## config.mk

```make
export PLATFORM = sky130hd
export DESIGN_NAME = wpb_mac
export DESIGN_NICKNAME = d
export VERILOG_FILES = /design/src/rtl/core/wpb_pkg.sv /design/src/rtl/core/wpb_mac.sv
export SDC_FILE = /design/constraint.sdc
export NUM_CORES = 1
export LEC_CHECK = 0
export ABC_CLOCK_PERIOD_IN_PS = 5200
export BUFFER_PORTS_ARGS = -buffer_cell sky130_fd_sc_hd__buf_2
export CORE_MARGIN = 2
export CORE_UTILIZATION = 36
export CTS_BUF_LIST = sky130_fd_sc_hd__clkbuf_8
export DETAILED_ROUTE_END_ITERATION = 8
export PLACE_DENSITY = 0.6
export SETUP_SLACK_MARGIN = 0.2
export SYNTH_ARGS = -nofsm -noshare
export SYNTH_HDL_FRONTEND = slang
export SYNTH_SLANG_ARGS = --single-unit
```

## constraint.sdc

```tcl
create_clock -name clk -period 5.2 [get_ports clk]
set_clock_uncertainty 0.2 [all_clocks]
set_input_delay 1.04 -clock clk [delete_from_list [all_inputs] [get_ports clk]]
set_output_delay 1.04 -clock clk [all_outputs]
set_load 0.02 [all_outputs]
```

## src/rtl/core/wpb_pkg.sv

```systemverilog
// ----------------------------------------------------------------------------
// wpb_pkg
// Shared sizes, op codes and inter-module types of the palette blender.
// ----------------------------------------------------------------------------
`default_nettype none

package wpb_pkg;

    localparam int PALETTE_SLOTS = 8;
    localparam int MAX_TERMS     = 4;
    localparam int ENTRIES       = 256;

    localparam int UNITY_WEIGHT  = 256;
    localparam int CHANNEL_MAX   = 255;
    localparam int WEIGHT_SHIFT  = 8;

    localparam int CH_W      = 8;
    localparam int PIX_W     = 3 * CH_W;
    localparam int WGT_W     = 9;
    localparam int SLOT_W    = 3;
    localparam int PROD_W    = CH_W + WGT_W;
    localparam int ENT_W     = (ENTRIES > 1) ? $clog2(ENTRIES) : 1;
    localparam int SRC_DEPTH = PALETTE_SLOTS * ENTRIES;
    localparam int SRC_AW    = (SRC_DEPTH > 1) ? $clog2(SRC_DEPTH) : 1;
    localparam int TERM_W    = (MAX_TERMS > 1) ? $clog2(MAX_TERMS) : 1;
    localparam int CNT_W     = $clog2(MAX_TERMS + 1);
    localparam int ACC_W     = $clog2(MAX_TERMS * UNITY_WEIGHT * CHANNEL_MAX + 1);

    typedef enum logic [1:0] {
        OP_WRITE = 2'd0,
        OP_LOAD  = 2'd1,
        OP_BLEND = 2'd2,
        OP_READ  = 2'd3
    } op_t;

    // one source read issued by the blend sequencer
    typedef struct packed {
        logic              valid;
        logic              first;
        logic              last;
        logic              ok;
        logic [WGT_W-1:0]  weight;
        logic [ENT_W-1:0]  entry;
    } tap_t;

    // write request into the mixed palette
    typedef struct packed {
        logic              we;
        logic [ENT_W-1:0]  addr;
        logic [PIX_W-1:0]  data;
    } mix_wr_t;

    function automatic logic [SRC_AW-1:0] src_addr(input logic [SLOT_W-1:0] s,
                                                   input logic [ENT_W-1:0] e);
        int a;
        a = int'(s) * ENTRIES + int'(e);
        return SRC_AW'(a);
    endfunction

endpackage

`default_nettype wire

```

## src/rtl/core/wpb_mac.sv

```systemverilog
// ----------------------------------------------------------------------------
// wpb_mac
// Weight multiply, per-entry accumulate and saturate for the three channels.
// ----------------------------------------------------------------------------
`default_nettype none

module wpb_mac (
    input  wire logic              clk,
    input  wire logic              rst_n,
    input  wire wpb_pkg::tap_t     tap,
    input  wire logic [wpb_pkg::PIX_W-1:0] rdata,
    output wpb_pkg::mix_wr_t       wr,
    output logic                   busy
);
    import wpb_pkg::*;

    tap_t              s2_reg;
    tap_t              s2_next;
    logic [PROD_W-1:0] prod_reg [3];
    logic [PROD_W-1:0] prod_next [3];
    logic [ACC_W-1:0]  acc_reg [3];
    logic [ACC_W-1:0]  acc_next [3];
    logic [ACC_W-1:0]  acc_sum [3];
    logic [ACC_W-1:0]  shifted [3];
    logic [CH_W-1:0]   chan [3];

    always_comb
    begin
        s2_next = tap;
        for (int c = 0; c < 3; c++)
        begin
            prod_next[c] = tap.ok
                ? PROD_W'(PROD_W'(tap.weight) * PROD_W'(rdata[c*CH_W +: CH_W]))
                : '0;
            acc_sum[c]   = (s2_reg.first ? '0 : acc_reg[c]) + ACC_W'(prod_reg[c]);
            acc_next[c]  = s2_reg.valid ? acc_sum[c] : acc_reg[c];
            shifted[c]   = acc_sum[c] >> WEIGHT_SHIFT;
            chan[c]      = (shifted[c] > ACC_W'(CHANNEL_MAX)) ? CH_W'(CHANNEL_MAX)
                                                              : shifted[c][CH_W-1:0];
        end
    end

    always_ff @(posedge clk or negedge rst_n)
    begin
        if (!rst_n)
        begin
            s2_reg <= '0;
        end
        else
        begin
            s2_reg <= s2_next;
        end
    end

    always_ff @(posedge clk)
    begin
        for (int c = 0; c < 3; c++)
        begin
            prod_reg[c] <= prod_next[c];
            acc_reg[c]  <= acc_next[c];
        end
    end

    // channel order red, green, blue from the top bits down
    assign wr.we   = s2_reg.valid && s2_reg.last;
    assign wr.addr = s2_reg.entry;
    assign wr.data = {chan[2], chan[1], chan[0]};
    assign busy    = s2_reg.valid;

endmodule

`default_nettype wire

```

==> results of run 1 <==
## power groups by stage
stage | registers [uW] | logic [uW] | clock network [uW]
2_1_floorplan | 1410 | 3180 | 0
3_3_place_gp | 1450 | 4240 | 0
3_5_place_dp | 1460 | 4310 | 0
4_1_cts | 1440 | 4340 | 902
5_1_grt | 1460 | 4920 | 938
6_report | 1430 | 4350 | 864
## critical path, delay by kind of cell
kind            cells  cell delay, ns
buf+inv             4            0.47
compound gates      4            0.86
fa+ha+maj           5            2.19
simple gates        4            0.43
## kinds of logic after synthesis
kind of cell / count (synthesis) / synth area share (%)
mux: 4 / 0.298
flops: 116 / 21.7
compound gates: 218 / 11.2
xor+xnor: 59 / 4.05
simple gates: 504 / 21.1
fa+ha+maj: 291 / 34.3
buf+inv: 248 / 7.29
## cell usage after synthesis (3+ instances only)
cell	n
a21boi_0	3
dfrtp_1	11
nor2b_1	62
a31o_2	5
a21oi_1	51
o2111ai_1	3
nand2b_1	21
dfxtp_1	51
a41oi_1	3
a21o_1	35
clkbuf_1	34
nand3b_1	11
o21ai_1	6
ha_1	162
nand3_1	27
and3_1	13
a31oi_1	12
nand4_1	5
mux2i_1	4
xor2_1	26
o21a_1	13
xnor2_1	31
inv_1	201
buf_4	8
or2_2	3
nand2_1	63
and2_1	190
o21ai_0	34
o211ai_1	5
nor3_1	29
a211o_1	4
edfxtp_1	54
a2111oi_0	4
a211oi_1	8
nor4_1	7
fa_1	129
o21bai_1	8
and4_1	3
nor2_1	59
a21oi_2	3
## routing by layer
layer / part of all wire [%] / vias to the layer above
met5: 0 / -
met4: 1.4 / 0
met3: 3.3 / 18
met2: 44 / 133
met1: 51 / 4914
li1: - / 5030
## final timing paths
| kind | cells after the start | startpoint | slack, ns | endpoint |
|---|---|---|---|---|
| max in group asynchronous | 1 | rst_n | 4.33 | s2_reg[19]$_DFF_PN0_ |
| worst max register to register | 10 | s2_reg[19]$_DFF_PN0_ | 1.93 | acc_reg[0][34]$_DFFE_PP_ |
| worst min-delay path | 1 | rst_n | 0.24 | wr[24]$_DFF_PN0_ |
| min in group clk | 1 | prod_reg[0][17]$_SDFF_PN0_ | 0.33 | acc_reg[0][18]$_DFFE_PP_ |
| worst max-delay path | 17 | tap[11] | 0.34 | prod_reg[0][31]$_SDFF_PN0_ |
| worst min register to register | 1 | prod_reg[0][17]$_SDFF_PN0_ | 0.33 | acc_reg[0][18]$_DFFE_PP_ |
## final cells by class
| cell class | instances | area, um2 | share of cell area (%) |
|---|---|---|---|
| antenna | 4 | 10.0 | 0.0652 |
| clock buffer | 18 | 248 | 1.61 |
| clock inverter | 14 | 150 | 0.979 |
| inverter | 202 | 758 | 4.94 |
| multi-input combinational | 1076 | 9630 | 62.8 |
| sequential | 116 | 2920 | 19.1 |
| tap | 468 | 586 | 3.82 |
| timing repair buffer | 160 | 1030 | 6.73 |
## stage by stage
step | utilization (%) | setup slack, ns
after CTS | 41.6 | 0.224
final | 41.8 | 0.341
after global routing | 41.8 | 0.160
after floorplan | - | 0.206
after global placement | 40.5 | -0.131
after detailed placement | 40.5 | -0.197
## repair_timing
| item | CTS | global route |
|---|---|---|
| buffers inserted | 0 | 2 |
| gates resized for setup | 2 | 19 |
| pin swaps | 0 | 6 |
| endpoints found under the setup margin | 14 | 27 |
==> impl_metrics.json, run 1 <==
{
  "io-pin-count": 81,
  "drc": 0,
  "gp_congestion": 0.823,
  "clk_path_buf_depth": 2,
  "power_uw": 6650,
  "sw_frac_of_total_pct": 43.7,
  "crit_path_frequent_cell": "fa_1",
  "syn_to_final_growth_pct": 14.3,
  "path_max_fanout": 15,
  "holdBufCountCts": 0,
  "syn_avg_cell_area_um2": 9.32,
  "grt_pass1_vias": 10017,
  "htreeDepth": 4,
  "antenna_found_initial": 4,
  "placed_area_um2": 14900,
  "nFillCells": 3597,
  "synthArstFlopShare_pct": 9.48,
  "port_buffers": 80,
  "totalWireLength_mm": 29.7,
  "holdWs_ns": 0.239,
  "p_per_area_nw_per_um2": 433,
  "cts_tree": "yes",
  "cp_cell_sequence": "clkbuf_4 -> buf_4 -> and2_1 -> fa_1 -> fa_1 -> fa_1 -> inv_1 -> fa_1 -> inv_1 -> ha_1 -> o21a_1 -> o21ai_0 -> nand2b_1 -> a41oi_2 -> nor2_1 -> a2111oi_1 -> nor3_1",
  "grt.total_usage_pct": 15.9,
  "finalSetupViolCount": 0,
  "arrival_ns": 5.00,
  "rsz0062_at_grt": "yes",
  "drive_gt1_share_pct": 15.4,
  "placed_cells": 2020,
  "finalNonFillerCells": 2058,
  "cts-root-buf": "clkbuf_8",
  "yosysTopAreaCell": "fa_1",
  "holdCritPathClass": "in2async",
  "p_clk_share_pct": 13.0,
  "slew_headroom_pct": 51.9,
  "wire_per_inst_um": 14.4,
  "syn-num-nets": 1778,
  "initial_core_util_pct": 36.6,
  "yosys_warnings": 0,
  "p_int_uw": 3740,
  "grt_busiest_layer": "met2",
  "fin_crit_ns": 4.86,
  "ys_seq_area_share_pct": 21.7,
  "dieWidth_um": 197,
  "use_met1_pct": 23.1,
  "fmax_ghz": 0.206,
  "grt_max_degree": 45,
  "ant_nets": 0,
  "leakage_uw": 0.00749,
  "fin_nets": 1911,
  "status": "finished clean",
  "synthCells": 1440,
  "coreArea_um2": 36700,
  "crit_slowest_cell": "fa_1",
  "mostFrequentLayoutCells": "inv_1, and2_1, ha_1",
  "synthFlopType": "edfxtp_1",
  "overflow": 0,
  "vias": 10095,
  "pwr-share-comb_pct": 65.4,
  "cts.clk_slew.worst_paths_ns": 0.08,
  "synth_edf_count": 54,
  "cp.required_ns": 5.34,
  "die-area_um2": 38800,
  "drv_slew": 0,
  "clkSinkCount": 116,
  "grt_pass1_wl_mm": 49.9,
  "drtIter0Drc": 450,
  "cts_buffers": 17,
  "max-cap-violations": 0,
  "period_share_pct": 93.4,
  "setup_tns_ns": 0,
  "dp.final_hpwl_mm": 23.8,
  "layout_commonest_cell": "inv_1",
  "worst_pin_slew_ns": 0.720,
  "synth_seq_cells": 116,
  "syn_area_um2": 13400,
  "vdd_ir_drop_max_mv": 0.164,
  "stdcell_area_um2": 15300,
  "detail_route.first_pass.iterations": 4,
  "drt-vias-per-instance": 4.91,
  "met3_usage_pct": 2.44,
  "rows": 70,
  "die_y_um": 197,
  "clock_latency_ns": 0.46,
  "synth_top_area_share_pct": 19.2,
  "slowest_delay_ns": 0.54,
  "criticalPathCategory": "in2reg",
  "hold_viol": 0,
  "synthTopCellsByArea": "fa_1, ha_1, edfxtp_1",
  "cp-end-kind": "register",
  "met2_usage_pct": 24.7,
  "largest_reg_flops": 54,
  "ys_types": 69,
  "start_kind": "input pin",
  "power.switching_uw": 2910,
  "seqPwrFrac_pct": 21.6
}
Note: power is estimated with default switching activity, not from simulation.
==> run 2: changes to the inputs <==
- RECOVER_POWER: unset -> 50
==> run 2 against run 1 <==
Compared with the run above:
- the flow now finishes with violations (capacitance limit, slew limit)
- first-iteration DRC count shrank 7.6%
- sequential power hardly changed
- global-route usage unchanged
- clock-buffer cell count is the same
- sequential share of layout area hardly changed
- critical path depth decreased by 6
- cell count did not move
- wire length hardly changed
- non-clock buffer count unchanged
- flip-flop and latch count is the same
- largest power group unchanged
==> impl_metrics.json, run 2 (synthesis results as in run 1) <==
{
  "status": "complete, but fails checks",
  "violations": "capacitance limit, slew limit",
  "power_uw": 6650,
  "preCtsSetupSlack_ns": -0.197,
  "grt.total_usage_pct": 15.9,
  "drtIter0Drc": 416,
  "clk_path_buf_depth": 2,
  "stdcell_area_um2": 15300,
  "io-pin-count": 81,
  "port_buffers": 80,
  "clkSinkCount": 116,
  "die-area_um2": 38800,
  "finalSetupViolCount": 0,
  "holdBufCountCts": 0,
  "r2r_end": "acc_reg[0][16]$_DFFE_PP_",
  "mostFrequentLayoutCells": "inv_1, and2_1, ha_1",
  "r2r_start": "s2_reg[19]$_DFF_PN0_",
  "holdCritPathClass": "reg2reg",
  "cts.clk_slew.worst_paths_ns": 0.08,
  "cts_buffers": 17,
  "gp_congestion": 0.823,
  "syn_to_final_growth_pct": 14.2,
  "max-cap-violations": 1,
  "post-route-worst-setup-slack_ns": 0.301,
  "cp-end-kind": "primary output",
  "grt_max_degree": 45,
  "start_kind": "register",
  "antenna_found_initial": 4,
  "drc": 0,
  "cts-root-buf": "clkbuf_8",
  "grt_pass1_wl_mm": 49.9,
  "vias": 10117,
  "arrival_ns": 3.66,
  "initial_core_util_pct": 36.6,
  "fmax_ghz": 0.204,
  "coreArea_um2": 36700,
  "slowest_delay_ns": 0.55,
  "leakage_uw": 0.00746,
  "p_per_area_nw_per_um2": 434,
  "crit_slowest_cell": "dfrtp_4",
  "htreeDepth": 4,
  "dieWidth_um": 197,
  "placed_area_um2": 14900,
  "grt_pass1_vias": 10017,
  "criticalPathCategory": "reg2out",
  "layout_commonest_cell": "inv_1",
  "rr_worst_depth": 10,
  "period_share_pct": 94.2,
  "cts_tree": "yes",
  "overflow": 0,
  "path_max_fanout": 12,
  "drt-vias-per-instance": 4.92,
  "cp.required_ns": 3.96,
  "largest_reg_flops": 54,
  "holdWs_ns": 0.334,
  "rsz0062_at_grt": "yes",
  "totalWireLength_mm": 29.7,
  "slew_headroom_pct": -77.2,
  "drive_gt1_share_pct": 14.6,
  "hold_viol": 0,
  "fin_crit_ns": 4.90,
  "drv_slew": 45,
  "crit_end": "wr[7]",
  "ant_nets": 0,
  "crit_path_start": "s2_reg[19]$_DFF_PN0_",
  "detail_route.first_pass.iterations": 5,
  "rows": 70,
  "wire_per_inst_um": 14.4,
  "worst_pin_slew_ns": 2.66,
  "dp.final_hpwl_mm": 23.8,
  "cp_cell_sequence": "buf_4 -> nor2b_1 -> fa_1 -> a21o_1 -> a21oi_1 -> a31o_2 -> o21ai_2 -> a311oi_2 -> xor2_2 -> nand3_1 -> buf_2",
  "rrSetupSlack_ns": 1.80,
  "vdd_ir_drop_max_mv": 0.163,
  "nFillCells": 3598,
  "fin_nets": 1911,
  "clock_latency_ns": 0.46,
  "die_y_um": 197
}
## run 2: changes by cell type in the layout (fill, tap and decap cells not counted)
| cell | previous run | this run |
|---|---|---|
| dfrtp_2 | 1 | 0 |
| a21oi_1 | 46 | 47 |
| and2_0 | 0 | 2 |
| buf_2 | 74 | 64 |
| dfrtp_1 | 9 | 10 |
| buf_4 | 81 | 80 |
| and2_1 | 186 | 184 |
| clkbuf_1 | 0 | 11 |
| a21oi_2 | 8 | 7 |
## run 2: cell type report
cell class                      instances  area (um2)  area share (%)
Antenna cell                            4        10.0          0.0653
Multi-Input combinational cell       1076        9630            62.9
Inverter                              202         758            4.95
Timing Repair Buffer                  160        1020            6.63
Clock buffer                           18         248            1.62
Clock inverter                         14         150           0.980
Sequential cell                       116        2920            19.1
Tap cell                              468         586            3.82
## run 2: power breakdown
part	total (uW)	internal, uW	switching [uW]
Combinational	4350	1960	2390
Sequential	1440	1340	96.1
Clock	863	442	421
Total	6650	3740	2910
## run 2: how the worst min path moves through the flow
| stage | endpoint | start | depth (start not counted) | slack [ns] |
|---|---|---|---|---|
| finish | acc_reg[0][18]$_DFFE_PP_ | prod_reg[0][17]$_SDFF_PN0_ | 1 | 0.33 |
| detailed placement | acc_reg[0][36]$_DFFE_PP_ | prod_reg[0][34]$_SDFF_PN0_ | 1 | 0.33 |
| CTS | wr[24]$_DFF_PN0_ | rst_n | 1 | 0.21 |
| floorplan | acc_reg[0][0]$_DFFE_PP_ | prod_reg[0][0]$_SDFF_PN0_ | 1 | 0.31 |
| global placement | acc_reg[0][36]$_DFFE_PP_ | prod_reg[0][34]$_SDFF_PN0_ | 1 | 0.31 |
| global route | acc_reg[0][18]$_DFFE_PP_ | prod_reg[0][17]$_SDFF_PN0_ | 1 | 0.36 |
## run 2: metrics by stage
step / setup TNS, ns / std cells / util (%)
2_1_floorplan: 0 / 1440 / -
3_3_place_gp: -0.904 / 2020 / 40.5
3_5_place_dp: -1.79 / 2020 / 40.5
4_1_cts: 0 / 2052 / 41.6
5_1_grt: 0 / 2056 / 41.7
6_report: 0 / 2058 / 41.7
## run 2: repair_timing
item                       CTS  global route
setup buffers                0             2
setup endpoints to repair   14            27
gates resized for setup      2            19
gates cloned                 0             0
pin swaps                    0             6
## run 2: worst max-delay path, delay by kind of cell (launching register included)
family	cells	cell delay (ns)
fa+ha+maj	1	0.40
xor+xnor	1	0.37
simple gates	2	0.24
buf+inv	2	0.42
flops	1	0.55
compound gates	5	1.22
## run 2: routing by layer
metal	routed length [um]	part of all wire, %	GRT usage (%)	up-vias
li1	-	-	-	5032
met1	15100	51	23.1	4937
met2	13200	44	24.7	130
met3	1010	3.4	2.44	18
met4	424	1.4	4.07	0
met5	0	0	0	-
==> run 3: changes to the inputs <==
- CORE_ASPECT_RATIO: unset -> 1.5
==> run 3 against run 2 <==
Compared with the run above:
- the flow still finishes with violations (capacitance limit, slew limit)
- register-to-register slack gained 0.10 ns
- utilization hardly changed
- first-iteration DRC count is 20% lower
- power grew 1.3%
- sequential power is essentially flat
- die area about the same
==> impl_metrics.json, run 3 (synthesis results as in run 1) <==
{
  "status": "complete, but fails checks",
  "violations": "capacitance limit, slew limit",
  "dieWidth_um": 162,
  "stdcell_area_um2": 15400,
  "htreeDepth": 4,
  "crit_slowest_cell": "fa_1",
  "clk_path_buf_depth": 2,
  "cp-end-kind": "register",
  "met3_wirelength_um": 947,
  "vdd_ir_drop_max_mv": 0.229,
  "antenna_found_initial": 1,
  "gp_congestion": 0.856,
  "drv_slew": 33,
  "clkSinkCount": 116,
  "drtIter0Drc": 332,
  "clock_latency_ns": 0.46,
  "initial_core_util_pct": 36.5,
  "path_max_fanout": 19,
  "rows": 86,
  "overflow": 0,
  "leakage_uw": 0.00749,
  "fin_nets": 1915,
  "finalSetupViolCount": 0,
  "cp_cell_sequence": "clkbuf_4 -> buf_4 -> and2_1 -> fa_1 -> fa_1 -> inv_1 -> fa_1 -> fa_1 -> inv_1 -> ha_4 -> nand2_1 -> o21bai_1 -> a21boi_0 -> o21a_1 -> o21a_1 -> o2111ai_1 -> nand4b_1",
  "grt_pass1_vias": 10622,
  "slowest_delay_ns": 0.49,
  "totalWireLength_mm": 29.5,
  "fin_crit_ns": 4.87,
  "highest_layer": "met4",
  "drt-vias-per-instance": 4.88,
  "arrival_ns": 5.06,
  "grt.total_usage_pct": 15.8,
  "p_per_area_nw_per_um2": 438,
  "worst_pin_slew_ns": 1.92,
  "whs_path_depth": 1,
  "drive_gt1_share_pct": 14.5,
  "placed_area_um2": 14900,
  "detail_route.first_pass.iterations": 4,
  "mostFrequentLayoutCells": "inv_1, and2_1, ha_1",
  "rsz0062_at_grt": "yes",
  "dr_wl_met2_mm": 14.6,
  "fmax_ghz": 0.205,
  "period_share_pct": 93.7,
  "dp.final_hpwl_mm": 24.1,
  "cts_buffers": 17,
  "utilization_pct": 41.8,
  "setup_tns_ns": 0,
  "wirelength_met1_mm": 13.3,
  "drc": 0,
  "grt_max_degree": 33,
  "nFillCells": 3690,
  "grt_pass1_wl_mm": 50.0,
  "hold_viol": 0,
  "crit_path_frequent_cell": "fa_1",
  "die_y_um": 240,
  "syn_to_final_growth_pct": 14.6,
  "largest_reg_flops": 54,
  "max-cap-violations": 1,
  "io-pin-count": 81,
  "port_buffers": 80,
  "layout_commonest_cell": "inv_1",
  "cts_tree": "yes",
  "ant_nets": 0,
  "coreArea_um2": 36800,
  "cp.required_ns": 5.39,
  "cts-root-buf": "clkbuf_8",
  "die-area_um2": 38900,
  "cts.clk_slew.worst_paths_ns": 0.07,
  "criticalPathCategory": "in2reg",
  "vias": 10124,
  "slew_headroom_pct": -28.3,
  "holdCritPathClass": "reg2reg",
  "start_kind": "input pin",
  "wire_per_inst_um": 14.2,
  "rr_worst_depth": 10
}
[run 3: worst max-delay path: cells and delay by family]
kind	cells	cell delay, ns
buffers and inverters	4	0.52
AO/OA/AOI/OAI	5	0.92
adder cells (fa/ha/maj)	5	2.16
AND/OR/NAND/NOR	3	0.38
[run 3: per-layer routing]
layer / vias to the layer above / track usage (%)
met3: 45 / 2.48
met4: 0 / 5.74
met5: - / 0
li1: 5032 / -
met2: 152 / 27.8
met1: 4895 / 19.6
[run 3: path summary, 6_finish.rpt]
check | from | to | slack [ns]
setup / recovery | tap[12] | prod_reg[0][15]$_SDFF_PN0_ | 0.33
hold / removal | prod_reg[0][17]$_SDFF_PN0_ | acc_reg[0][18]$_DFFE_PP_ | 0.33
setup reg to reg | s2_reg[19]$_DFF_PN0_ | acc_reg[0][16]$_DFFE_PP_ | 1.90
hold reg to reg | prod_reg[0][17]$_SDFF_PN0_ | acc_reg[0][18]$_DFFE_PP_ | 0.33
max in group asynchronous | rst_n | s2_reg[19]$_DFF_PN0_ | 4.03
min in group asynchronous | rst_n | wr[25]$_DFF_PN0_ | 0.36
[run 3: final cells by class]
class                           instances  area (um2)  area share [%]
Tap cell                              484         606            3.94
Clock inverter                         15         179            1.16
Multi-Input combinational cell       1076        9620            62.6
Timing Repair Buffer                  164        1060            6.89
Clock buffer                           17         234            1.52
Antenna cell                            1        2.50          0.0163
Inverter                              202         758            4.93
Sequential cell                       116        2920            19.0
[run 3: what timing repair did]
action                                  in CTS  in global routing
hold buffers                                 0                  0
endpoints found under the setup margin       0                 22
gates resized for setup                      0                 17
buffers inserted                             0                  1
hold endpoints to repair                     0                  0
[run 3: power breakdown]
group | switching (uW) | internal (uW) | leakage, uW | total [uW]
Combinational | 2400 | 2000 | 0.00620 | 4390
Sequential | 111 | 1340 | 0.00109 | 1450
Clock | 410 | 477 | 0.000204 | 887
Total | 2920 | 3810 | 0.00749 | 6730
[run 3: stage by stage]
stage	instances	setup WS [ns]	total power (uW)	hold slack [ns]
floorplan	1440	0.206	4600	0.308
global placement	2041	-0.187	5770	0.320
detailed placement	2041	-0.248	5840	0.321
global route	2075	0.123	7400	0.358
CTS	2073	0.259	6770	0.213
finish	2075	0.325	6730	0.335
